File: src/hdl/radix_suffix_number_parser_core_defines.svh
// ---------------------------------------------------------------------------
// radix_suffix_number_parser_core_defines
// Assertion macros shared by the number parser RTL.
// ---------------------------------------------------------------------------
`ifndef RADIX_SUFFIX_NUMBER_PARSER_CORE_DEFINES_SVH
`define RADIX_SUFFIX_NUMBER_PARSER_CORE_DEFINES_SVH

// Same-cycle implication, disabled while reset is held.
`define RSNP_ASSERT_IMPL(label, clk_s, rstn_s, ante, cons) \
  label: assert property (@(posedge clk_s) disable iff (!rstn_s) (ante) |-> (cons)) \
    else $error("rsnp assertion failed");

// Next-cycle implication, disabled while reset is held.
`define RSNP_ASSERT_NEXT(label, clk_s, rstn_s, ante, cons) \
  label: assert property (@(posedge clk_s) disable iff (!rstn_s) (ante) |=> (cons)) \
    else $error("rsnp assertion failed");

`endif

File: src/hdl/rsnp_pkg.sv
// ---------------------------------------------------------------------------
// rsnp_pkg
// Types, codes and limits for the ASCII radix number parser.
// ---------------------------------------------------------------------------
package rsnp_pkg;

  localparam logic [7:0] CHAR_ZERO  = 8'd48;
  localparam logic [7:0] CHAR_NINE  = 8'd57;
  localparam logic [7:0] CHAR_UP_A  = 8'd65;
  localparam logic [7:0] CHAR_UP_F  = 8'd70;
  localparam logic [7:0] CHAR_LO_A  = 8'd97;
  localparam logic [7:0] CHAR_LO_F  = 8'd102;
  localparam logic [7:0] CHAR_SUF_H = 8'd72;
  localparam logic [7:0] CHAR_SUF_D = 8'd68;
  localparam logic [7:0] CHAR_SUF_O = 8'd79;
  localparam logic [7:0] CHAR_SUF_B = 8'd66;

  localparam logic [1:0] RADIX_HEX = 2'd0;
  localparam logic [1:0] RADIX_DEC = 2'd1;
  localparam logic [1:0] RADIX_OCT = 2'd2;
  localparam logic [1:0] RADIX_BIN = 2'd3;

  localparam logic [2:0] ERR_OK       = 3'd0;
  localparam logic [2:0] ERR_UNKNOWN  = 3'd1;
  localparam logic [2:0] ERR_BAD_HEX  = 3'd2;
  localparam logic [2:0] ERR_BAD_DEC  = 3'd3;
  localparam logic [2:0] ERR_BAD_OCT  = 3'd4;
  localparam logic [2:0] ERR_BAD_BIN  = 3'd5;
  localparam logic [2:0] ERR_TOO_LONG = 3'd6;

  localparam logic [29:0] DEC_LIMIT = 30'd268435455;
  localparam logic [5:0]  COUNT_MAX = 6'd63;
  localparam logic [5:0]  HEX_MAX_DIGITS = 6'd7;
  localparam logic [5:0]  DEC_MAX_DIGITS = 6'd9;
  localparam logic [5:0]  OCT_MAX_DIGITS = 6'd10;
  localparam logic [5:0]  BIN_MAX_DIGITS = 6'd29;

  // digits_valid bit positions: 0 hex, 1 dec, 2 oct, 3 bin
  typedef struct packed {
    logic [27:0] hex_total;
    logic [29:0] dec_total;
    logic [29:0] oct_total;
    logic [28:0] bin_total;
    logic [5:0]  digit_count;
    logic [3:0]  digits_valid;
  } acc_state_t;

  localparam acc_state_t ACC_RESET = '{
    hex_total: 28'd0, dec_total: 30'd0, oct_total: 30'd0, bin_total: 29'd0,
    digit_count: 6'd0, digits_valid: 4'hF
  };

  typedef struct packed {
    logic [29:0] value;
    logic [1:0]  radix;
    logic [2:0]  error_code;
  } result_t;

  function automatic logic is_dec_char(input logic [7:0] c);
    return (c >= CHAR_ZERO) && (c <= CHAR_NINE);
  endfunction

  function automatic logic is_hex_letter(input logic [7:0] c);
    return ((c >= CHAR_UP_A) && (c <= CHAR_UP_F)) ||
           ((c >= CHAR_LO_A) && (c <= CHAR_LO_F));
  endfunction

endpackage

File: src/hdl/rsnp_digit_acc.sv
// ---------------------------------------------------------------------------
// rsnp_digit_acc
// Folds one character into the four saturating accumulators.
// ---------------------------------------------------------------------------
module rsnp_digit_acc import rsnp_pkg::*; (
  input  logic [7:0]  char_in,
  input  acc_state_t  cur,
  output acc_state_t  upd
);

  logic        is_dec;
  logic        is_hex;
  logic [3:0]  dec_d;
  logic [3:0]  hex_d;
  logic [32:0] hex_sum;
  logic [33:0] dec_sum;
  logic [32:0] oct_sum;
  logic [29:0] bin_sum;

  always_comb begin
    is_dec = is_dec_char(char_in);
    is_hex = is_hex_letter(char_in);
    dec_d  = char_in[3:0];
    // 'A'/'a' have low nibble 1, so +9 maps both cases to 10..15
    hex_d  = char_in[3:0] + 4'd9;

    hex_sum = {1'b0, cur.hex_total, 4'b0000} + {29'd0, (is_dec ? dec_d : hex_d)};
    dec_sum = {1'b0, cur.dec_total, 3'b000} + {3'b000, cur.dec_total, 1'b0}
            + {30'd0, dec_d};
    oct_sum = {cur.oct_total, 3'b000} + {29'd0, dec_d};
    bin_sum = {cur.bin_total, 1'b0} + {26'd0, dec_d};

    upd = cur;
    if (is_dec) begin
      upd.hex_total = (hex_sum[32:28] != 5'd0) ? '1 : hex_sum[27:0];
      upd.dec_total = (dec_sum[33:30] != 4'd0) ? '1 : dec_sum[29:0];
      if (dec_d < 4'd8) begin
        upd.oct_total = (oct_sum[32:30] != 3'd0) ? '1 : oct_sum[29:0];
      end else begin
        upd.digits_valid[2] = 1'b0;
      end
      if (dec_d < 4'd2) begin
        upd.bin_total = bin_sum[29] ? '1 : bin_sum[28:0];
      end else begin
        upd.digits_valid[3] = 1'b0;
      end
    end else if (is_hex) begin
      upd.hex_total    = (hex_sum[32:28] != 5'd0) ? '1 : hex_sum[27:0];
      upd.digits_valid = {3'b000, cur.digits_valid[0]};
    end else begin
      upd.digits_valid = 4'h0;
    end
    if (cur.digit_count != COUNT_MAX) begin
      upd.digit_count = cur.digit_count + 6'd1;
    end
  end

endmodule

File: src/hdl/rsnp_resolve.sv
// ---------------------------------------------------------------------------
// rsnp_resolve
// Picks the base on the final character and checks digits and limits.
// ---------------------------------------------------------------------------
module rsnp_resolve import rsnp_pkg::*; (
  input  logic [7:0]  char_in,
  input  acc_state_t  cur,
  input  acc_state_t  upd,
  output result_t     res
);

  logic       is_suffix;
  logic       known;
  logic [1:0] base;
  acc_state_t st;

  always_comb begin
    is_suffix = 1'b1;
    base      = RADIX_HEX;
    case (char_in)
      CHAR_SUF_H: base = RADIX_HEX;
      CHAR_SUF_D: base = RADIX_DEC;
      CHAR_SUF_O: base = RADIX_OCT;
      CHAR_SUF_B: base = RADIX_BIN;
      default: begin
        is_suffix = 1'b0;
        base      = is_dec_char(char_in) ? RADIX_DEC : RADIX_HEX;
      end
    endcase
    known = is_suffix || is_dec_char(char_in) || is_hex_letter(char_in);
    // a suffix is not a digit; otherwise the final char was folded in
    st = is_suffix ? cur : upd;

    res = '{value: 30'd0, radix: RADIX_HEX, error_code: ERR_OK};
    if (!known) begin
      res.error_code = ERR_UNKNOWN;
    end else begin
      res.radix = base;
      if (!st.digits_valid[base]) begin
        res.error_code = ERR_BAD_HEX + {1'b0, base};
      end else begin
        case (base)
          RADIX_HEX: begin
            if (st.digit_count > HEX_MAX_DIGITS) res.error_code = ERR_TOO_LONG;
            else res.value = {2'b00, st.hex_total};
          end
          RADIX_DEC: begin
            if ((st.dec_total > DEC_LIMIT) || (st.digit_count > DEC_MAX_DIGITS))
              res.error_code = ERR_TOO_LONG;
            else res.value = st.dec_total;
          end
          RADIX_OCT: begin
            if (st.digit_count > OCT_MAX_DIGITS) res.error_code = ERR_TOO_LONG;
            else res.value = st.oct_total;
          end
          default: begin
            if (st.digit_count > BIN_MAX_DIGITS) res.error_code = ERR_TOO_LONG;
            else res.value = {1'b0, st.bin_total};
          end
        endcase
      end
    end
  end

endmodule

File: src/hdl/radix_suffix_number_parser_core.sv
// ---------------------------------------------------------------------------
// radix_suffix_number_parser_core
// ASCII number parser: hex, decimal, octal and binary with optional suffix.
// ---------------------------------------------------------------------------
//
//  channel | dir | handshake           | payload
//  --------+-----+---------------------+------------------------------------
//  in_     | in  | in_tvalid/in_tready | tdata: char_in; tlast: is_final
//  out_    | out | out_tvalid/out_tready | tdata: value; tuser: radix, error
//
//  One beat per cycle, sustained unless a final character waits on a busy
//  result slot. A final character beat sits in the input register while
//  the accumulate/resolve logic feeds its result into the result register.
//  The accumulator update is a loop through the accumulator register alone,
//  which sets the rate at one character.
//  Reset (rst_n low, synchronous) empties both registers and clears the
//  accumulators. A stalled result blocks only a following final character;
//  other characters keep flowing into the accumulators.
//
`include "radix_suffix_number_parser_core_defines.svh"

module radix_suffix_number_parser_core import rsnp_pkg::*; (
  input  logic        clk,
  input  logic        rst_n,
  input  logic        in_tvalid,
  output logic        in_tready,
  input  logic [7:0]  in_tdata,   // [7:0] char_in
  input  logic        in_tlast,   // is_final
  output logic        out_tvalid,
  input  logic        out_tready,
  output logic [31:0] out_tdata,  // [29:0] value, [31:30] zero
  output logic [4:0]  out_tuser   // [1:0] radix, [4:2] error_code
);

  logic       in_valid_r;
  logic [7:0] in_char_r;
  logic       in_final_r;
  acc_state_t acc_r;
  acc_state_t acc_upd;
  result_t    res;
  result_t    out_r;
  logic       out_valid_r;
  logic       adv;

  // the held char moves on unless it is final and the result slot is busy
  assign adv       = in_valid_r && (!in_final_r || !out_valid_r || out_tready);
  assign in_tready = !in_valid_r || adv;

  rsnp_digit_acc u_acc (
    .char_in (in_char_r),
    .cur     (acc_r),
    .upd     (acc_upd)
  );

  rsnp_resolve u_res (
    .char_in (in_char_r),
    .cur     (acc_r),
    .upd     (acc_upd),
    .res     (res)
  );

  always_ff @(posedge clk) begin
    if (!rst_n) begin
      in_valid_r <= 1'b0;
    end else if (in_tvalid && in_tready) begin
      in_valid_r <= 1'b1;
    end else if (adv) begin
      in_valid_r <= 1'b0;
    end
  end

  always_ff @(posedge clk) begin
    if (in_tvalid && in_tready) begin
      in_char_r  <= in_tdata;
      in_final_r <= in_tlast;
    end
  end

  // accumulators clear after each final character
  always_ff @(posedge clk) begin
    if (!rst_n) begin
      acc_r <= ACC_RESET;
    end else if (adv) begin
      acc_r <= in_final_r ? ACC_RESET : acc_upd;
    end
  end

  always_ff @(posedge clk) begin
    if (!rst_n) begin
      out_valid_r <= 1'b0;
    end else if (adv && in_final_r) begin
      out_valid_r <= 1'b1;
    end else if (out_tready) begin
      out_valid_r <= 1'b0;
    end
  end

  always_ff @(posedge clk) begin
    if (adv && in_final_r) begin
      out_r <= res;
    end
  end

  assign out_tvalid = out_valid_r;
  assign out_tdata  = {2'b00, out_r.value};
  assign out_tuser  = {out_r.error_code, out_r.radix};

  `RSNP_ASSERT_IMPL(a_err_zero_value, clk, rst_n,
    out_valid_r && (out_r.error_code != ERR_OK), out_r.value == 30'd0)
  `RSNP_ASSERT_NEXT(a_final_gives_result, clk, rst_n,
    adv && in_final_r, out_valid_r)
  `RSNP_ASSERT_NEXT(a_final_clears_acc, clk, rst_n,
    adv && in_final_r, acc_r == ACC_RESET)
  `RSNP_ASSERT_IMPL(a_hold_only_on_busy, clk, rst_n,
    in_valid_r && !adv, in_final_r && out_valid_r && !out_tready)

endmodule

File: config.mk
export PLATFORM = sky130hd
export DESIGN_NAME = radix_suffix_number_parser_core
export DESIGN_NICKNAME = d
export VERILOG_FILES = /design/src/hdl/rsnp_pkg.sv /design/src/hdl/rsnp_digit_acc.sv /design/src/hdl/rsnp_resolve.sv /design/src/hdl/radix_suffix_number_parser_core.sv
export VERILOG_INCLUDE_DIRS = /design/src /design/src/hdl
export SDC_FILE = /design/constraint.sdc
export NUM_CORES = 1
export LEC_CHECK = 0
export BUFFER_PORTS_ARGS = -buffer_cell sky130_fd_sc_hd__clkbuf_2
export CAP_MARGIN = 20
export CORE_MARGIN = 2
export CORE_UTILIZATION = 30
export CTS_CLUSTER_SIZE = 20
export DETAILED_ROUTE_END_ITERATION = 7
export HOLD_SLACK_MARGIN = 0.15
export PLACE_DENSITY_LB_ADDON = 0.15
export SYNTH_ARGS = -nofsm -noshare
export SYNTH_HDL_FRONTEND = slang
export SYNTH_SLANG_ARGS = --single-unit
File: constraint.sdc
create_clock -name clk -period 5.3 [get_ports clk]
set_input_delay 1.06 -clock clk [delete_from_list [all_inputs] [get_ports clk]]
set_output_delay 1.06 -clock clk [all_outputs]
set_load 0.005 [all_outputs]
== After elaboration in Yosys (flattened, before gate mapping) ==
Cells that the tools add are included.
Storage, ports and cells
  bits in registers: 173
Cells by class
  $add $sub $neg: 8
  order comparisons: 14
  eq/ne operators: 7
  muxes and demuxes: 38
  reduce and logical (&&, ||, !) cells: 24
Operators with widths (count)
  $mux W127: 2
  $mux W30: 5
  $mux W28: 4
  $pmux W30 S3: 1
  $mux W89: 1
  $mux W29: 3
  $add A33 B31 Y34: 1
  $add A34 B4 Y34: 1
  $add A32 B4 Y33: 1
  $add A33 B4 Y33: 1
  $eq A8 B7 Y1 const B: 4
  $add A30 B4 Y30: 1
  $gt A30 B28 Y1 const B: 1
  $ge A8 B7 Y1 const B: 2
  $le A8 B7 Y1 const B: 2
  $mux W3: 5
  $gt A6 B4 Y1 const B: 2
  $mux W1: 10
  $pmux W3 S3: 1
  $ge A8 B6 Y1 const B: 1
  $le A8 B6 Y1 const B: 1
  $pmux W2 S4: 1
  $logic_or A1 B1 Y1: 7
  $add A6 B1 Y6 const B: 1
  23 further kinds: 32

== Longest topological paths before layout ==
  depth in word-level cells: 14
  depth in mapped cells: 16

== Cells and area by module ==
Synthesis repeated with hierarchy kept, for this count alone.
Second synthesis, totals
  cells, all modules: 1379
  area, all modules: 12704.7 µm²
Modules (own cells, without submodules)
  radix_suffix_number_parser_core: times used 1, cells each 345, area an instance 5316.3 µm², seq. area each 3903.7 µm²
  rsnp_digit_acc: times used 1, cells each 718, area an instance 4987.3 µm², seq. area each 0.0 µm²
  rsnp_resolve: times used 1, cells each 316, area an instance 2401.1 µm², seq. area each 0.0 µm²

== Worst setup path before layout ==
Ideal clock, no wire load.
  kind: flip-flop to flip-flop
  from: register in_char_r[3]
  to: register out_r, in the netlist out_tdata[10] (data pin)
  setup time: 265 ps
  arrival time: 4109 ps
  required time: 5035 ps
  setup slack: 926 ps
  cell stages (with the launch flop): 17
  buffers on the path: 3
  path through: edfxtp_1 -> clkbuf_1 -> inv_1 -> fa_1 -> inv_1 -> fa_1 -> a21o_1 -> a311o_1 -> nand3_1 -> nand2_1 -> a21oi_1 -> xor2_1 -> or3b_2 -> buf_2 -> buf_2 -> o22ai_1 -> o211ai_2
On the way
  word-level cells in the longest chain between the ends: 11
  elaborated cells on any way between the ends: 63
Ends and longest elaborated chain
  from (decl): line radix_suffix_number_parser_core.sv:36  | logic [7:0] in_char_r;
  from (signal assigned): line radix_suffix_number_parser_core.sv:74  | in_char_r <= in_tdata;
  parallel branches: the longest is 11 deep, another holds $add A34 B4 Y34
  to (signal assigned): line radix_suffix_number_parser_core.sv:100  | out_r <= res;
  to (decl): line radix_suffix_number_parser_core.sv:41  | result_t out_r;
Several ways; the timed one is not identified. The select of a mux whose other input is x is not followed.
A chain may end at the register's enable or synchronous reset.

== Worst setup path in the final report ==
  from: register acc_r[71] (netlist name)
  to: register out_r, in the netlist out_tdata[24] (data pin)
On the way
  word-level cells in the longest chain between the ends: 10
Ends and longest elaborated chain
  from (decl): line radix_suffix_number_parser_core.sv:38  | acc_state_t acc_r;
  from (signal assigned): line radix_suffix_number_parser_core.sv:84  | acc_r <= in_final_r ? ACC_RESET : acc_upd;
  $add A33 B31 Y34: line rsnp_digit_acc.sv:28  | dec_sum = {1'b0, cur.dec_total, 3'b000} + {3'b000, cur.dec_total, 1'b0}
  $add A34 B4 Y34: line rsnp_digit_acc.sv:29  | + {30'd0, dec_d};
  $reduce_bool A4 Y1: line rsnp_digit_acc.sv:36  | upd.dec_total = (dec_sum[33:30] != 4'd0) ? '1 : dec_sum[29:0];
  $mux W30: line rsnp_digit_acc.sv:36
  $mux W89: line rsnp_digit_acc.sv:34  | if (is_dec) begin
  $mux W127 *: line rsnp_resolve.sv:32  | st = is_suffix ? cur : upd;
  $gt A30 B28 Y1: line rsnp_resolve.sv:48  | if ((st.dec_total > DEC_LIMIT) || (st.digit_count > DEC_MAX_DIGITS))
  $logic_or A1 B1 Y1: line rsnp_resolve.sv:48
  $mux W30 *: line rsnp_resolve.sv:48
  $pmux W30 S3 *: line rsnp_resolve.sv:42  | case (base)
Mark *: on every way between the ends. The rest lies on a longest branch, timed or not.

==> run metrics <==
core area=40800 um^2; Max IR drop VDD=198 uV; final layout net count=1643; Die Wd=207 um; dpl hpwl=34800 um; hold buffer count at cts=0; vias post-DR=11800; number of global-route vias before repair=11300; post-route insts no fill=2102; die height=207 um; hold path startpoint=acc_r[2]; Worst slew margin=27.4%; YS warnings=0; Clock Tree Buf Depth=2; WP data required=5.49 ns; clock-pin slew on the worst setup and hold paths=0.07 ns; CP max FO=46; PortBufs=49; commonest non-fill, non-tap cell in the layout=nand2_1; number of synthesized flops with an enable pin=44; TritonCTS clock tree=built; sw power=0.782 mW; first-pass GRT wire length=70900 um; Detail Route Antenna Nets=0; Pleak=5.32 nW; largest net degree at the start of global routing=69; sum of negative setup slack=0 ns; RSZ-0062 raised after global routing=false; area post-placement=13100 um^2; Worst Skew=0.0133 ns; GP Congestion=0.899; drt pass-1 iters=5; flop2flop setup slack=0.65 ns; final hold violations=0; GRT Total Usage=21.3%; Critical Path AT=4.84 ns; Peak Freq=0.215 GHz; Avg WL per Cell=22.1 um; CP max stage delay=0.88 ns; clock root cell=clkbuf_16; number of inserted diodes=0; Combinational Power Share=8.2%; main flop type after synthesis=dfxtp_1; Final Max Slew Viols=0; # IOs=52; Mapped Area=12400 um^2; CP max stage cell=or3b_2; crit-path cells=inv_1 > fa_1 > inv_1 > fa_1 > a21o_1 > a311o_1 > nand3_1 > nand2_1 > a21oi_1 > xor2_1 > buf_4 > or3b_2 > o22ai_1 > o221ai_2; CTS resizes=0; Skew-Pair Late Insertion Delay=0.46 ns; Mapped Avg Cell Area=7.95 um^2; full die area=43000 um^2; Design Area, Final=13700 um^2; Buf/Inv on CP=3; Yosys cell types=84; Final Cycle Share=87.7%; Vias/cell=5.62; critical path class=register to register; clock sink count=173; internal power=2.06 mW; share of the synthesized area in the top cell type=20.8%; leading area contributor after synthesis=dfxtp_1; clock network power share=42.6%; CTS Buf Count=17; maxcap violations=0; Initial Utilization=30.4%; Final Routed Wirelength=46400 um; synthesis-to-layout area growth=10.3%; Async SR Flop Fraction=0%; post-synthesis sequential area ratio=31.4%; fillcell total=4308; FP Rows=74; Post-CTS Repair Setup Buffers=0; initial antenna violation count=1; Overflow after GRT=0; Startpoint Class=register; sequential share of power=49.2%; number of DRC markers in iteration 0=1000; most frequent cells in the layout=nand2_1, a21oi_1, nor2_1, dfxtp_1, o21ai_0; final setup vio count=0; Worst Setup End Kind=register; synth top area cells=dfxtp_1, edfxtp_1, ha_1; share of cells above drive strength 1=10.6%; CTS H-tree depth=4; DRC=0; Cells after Synth=1562; Worst Tran Pin Value=1.09 ns; Sw Ratio=27.6%; Pwr Density=207 nW/um^2; CP Launch Point=acc_r[71]; run status=finished, final reports clean; Top Family by Delay on Critical Path=compound AO/OA/AOI/OAI gates; #FFs+latches synth=173; post-layout min period=4.65 ns; worst r2r src=acc_r[71]; Hold Path Class=register to register; Cells after DPL=2069
layout make-up:
cell class	count	area [um^2]	area share [%]
Multi-Input combinational cell	1244	7930	57.9
Sequential cell	173	3900	28.5
Tap cell	532	666	4.86
Timing Repair Buffer	85	519	3.79
Clock buffer	19	443	3.23
Inverter	36	135	0.987
Clock inverter	13	91.3	0.667
metal layers:
metal	share of wire (%)	track usage (%)	routed length (um)	vias to the layer above
met5	0	0	0	-
met4	1.5	4.48	719	0
met3	4.5	2.93	2100	43
met2	47	34.4	21600	323
met1	47	30.2	22000	5688
li1	-	-	-	5758
cell families (layout without fill, tap and decap cells):
family | count (synthesis) | in the layout | synth area share, %
AOI/OAI and AO/OA | 544 | 544 | 29.7
other | 1 | 2 | 0.0302
xor gates and xnor gates | 79 | 79 | 5.57
muxes | 4 | 4 | 0.333
and+or+nand+nor | 542 | 542 | 20.4
buffers and inverters | 146 | 153 | 4.98
DFF | 173 | 173 | 31.4
adders and majority gates | 73 | 73 | 7.54
power groups by stage:
stage | clock [mW] | sequential [mW] | combinational, mW
finish | 1.21 | 1.40 | 0.232
global placement | 0 | 1.43 | 0.232
detailed placement | 0 | 1.43 | 0.230
floorplan | 0 | 1.42 | 0.142
CTS | 1.24 | 1.40 | 0.232
global route | 1.29 | 1.40 | 0.253
cell usage after synthesis (all sizes together) (4+ instances only):
master,n
a41oi,4
a31oi,10
a21oi,152
and4,6
nand2,201
edfxtp,44
nor2b,13
or3,25
o21bai,10
o2bb2ai,25
a221oi,7
o21a,10
xnor2,45
nor2,130
xor2,34
inv,36
and3,20
clkbuf,88
o31ai,7
o2111ai,4
dfxtp,129
and2,17
buf,22
o22ai,32
ha,70
nor3,32
a22oi,5
o221ai,12
nand3,50
nand4,19
o21ai,105
a21o,17
a21boi,30
o221a,9
a211oi,24
a31o,4
nor4,6
o211ai,50
path summary, 6_finish.rpt:
path / to / cells past startpoint
min: acc_r[2] / 2
max: out_tdata[24] / 14
max reg2reg: out_tdata[24] / 14
min reg2reg: acc_r[2] / 2
state kept, by name (all words and copies together) (netlist names):
register / cells
acc_r: 127
in_char_r: 8
in_final_r: 1
in_valid_r: 1
out_tdata: 30
out_tuser: 5
out_tvalid: 1
through the flow:
step | power, mW | utilization [%] | setup WS (ns) | hold WS [ns]
final | 2.84 | 33.5 | 0.653 | 0.471
after global routing | 2.94 | 33.5 | 0.384 | 0.504
after CTS | 2.86 | 33.5 | 0.660 | 0.466
after detailed placement | 1.66 | 32.2 | 0.690 | 0.455
after global placement | 1.66 | 32.2 | 0.697 | 0.452
after floorplan | 1.56 | - | 0.926 | 0.440
worst register-to-register path, delay by kind of cell, from the launching register on:
| kind | cells | cell delay, ns |
|---|---|---|
| AOI/OAI and AO/OA | 5 | 1.37 |
| xor gates and xnor gates | 1 | 0.18 |
| adders and majority gates | 2 | 0.96 |
| buffers and inverters | 3 | 0.36 |
| DFF | 1 | 0.41 |
| and+or+nand+nor | 3 | 1.11 |
(Power assumes the default switching activity.)
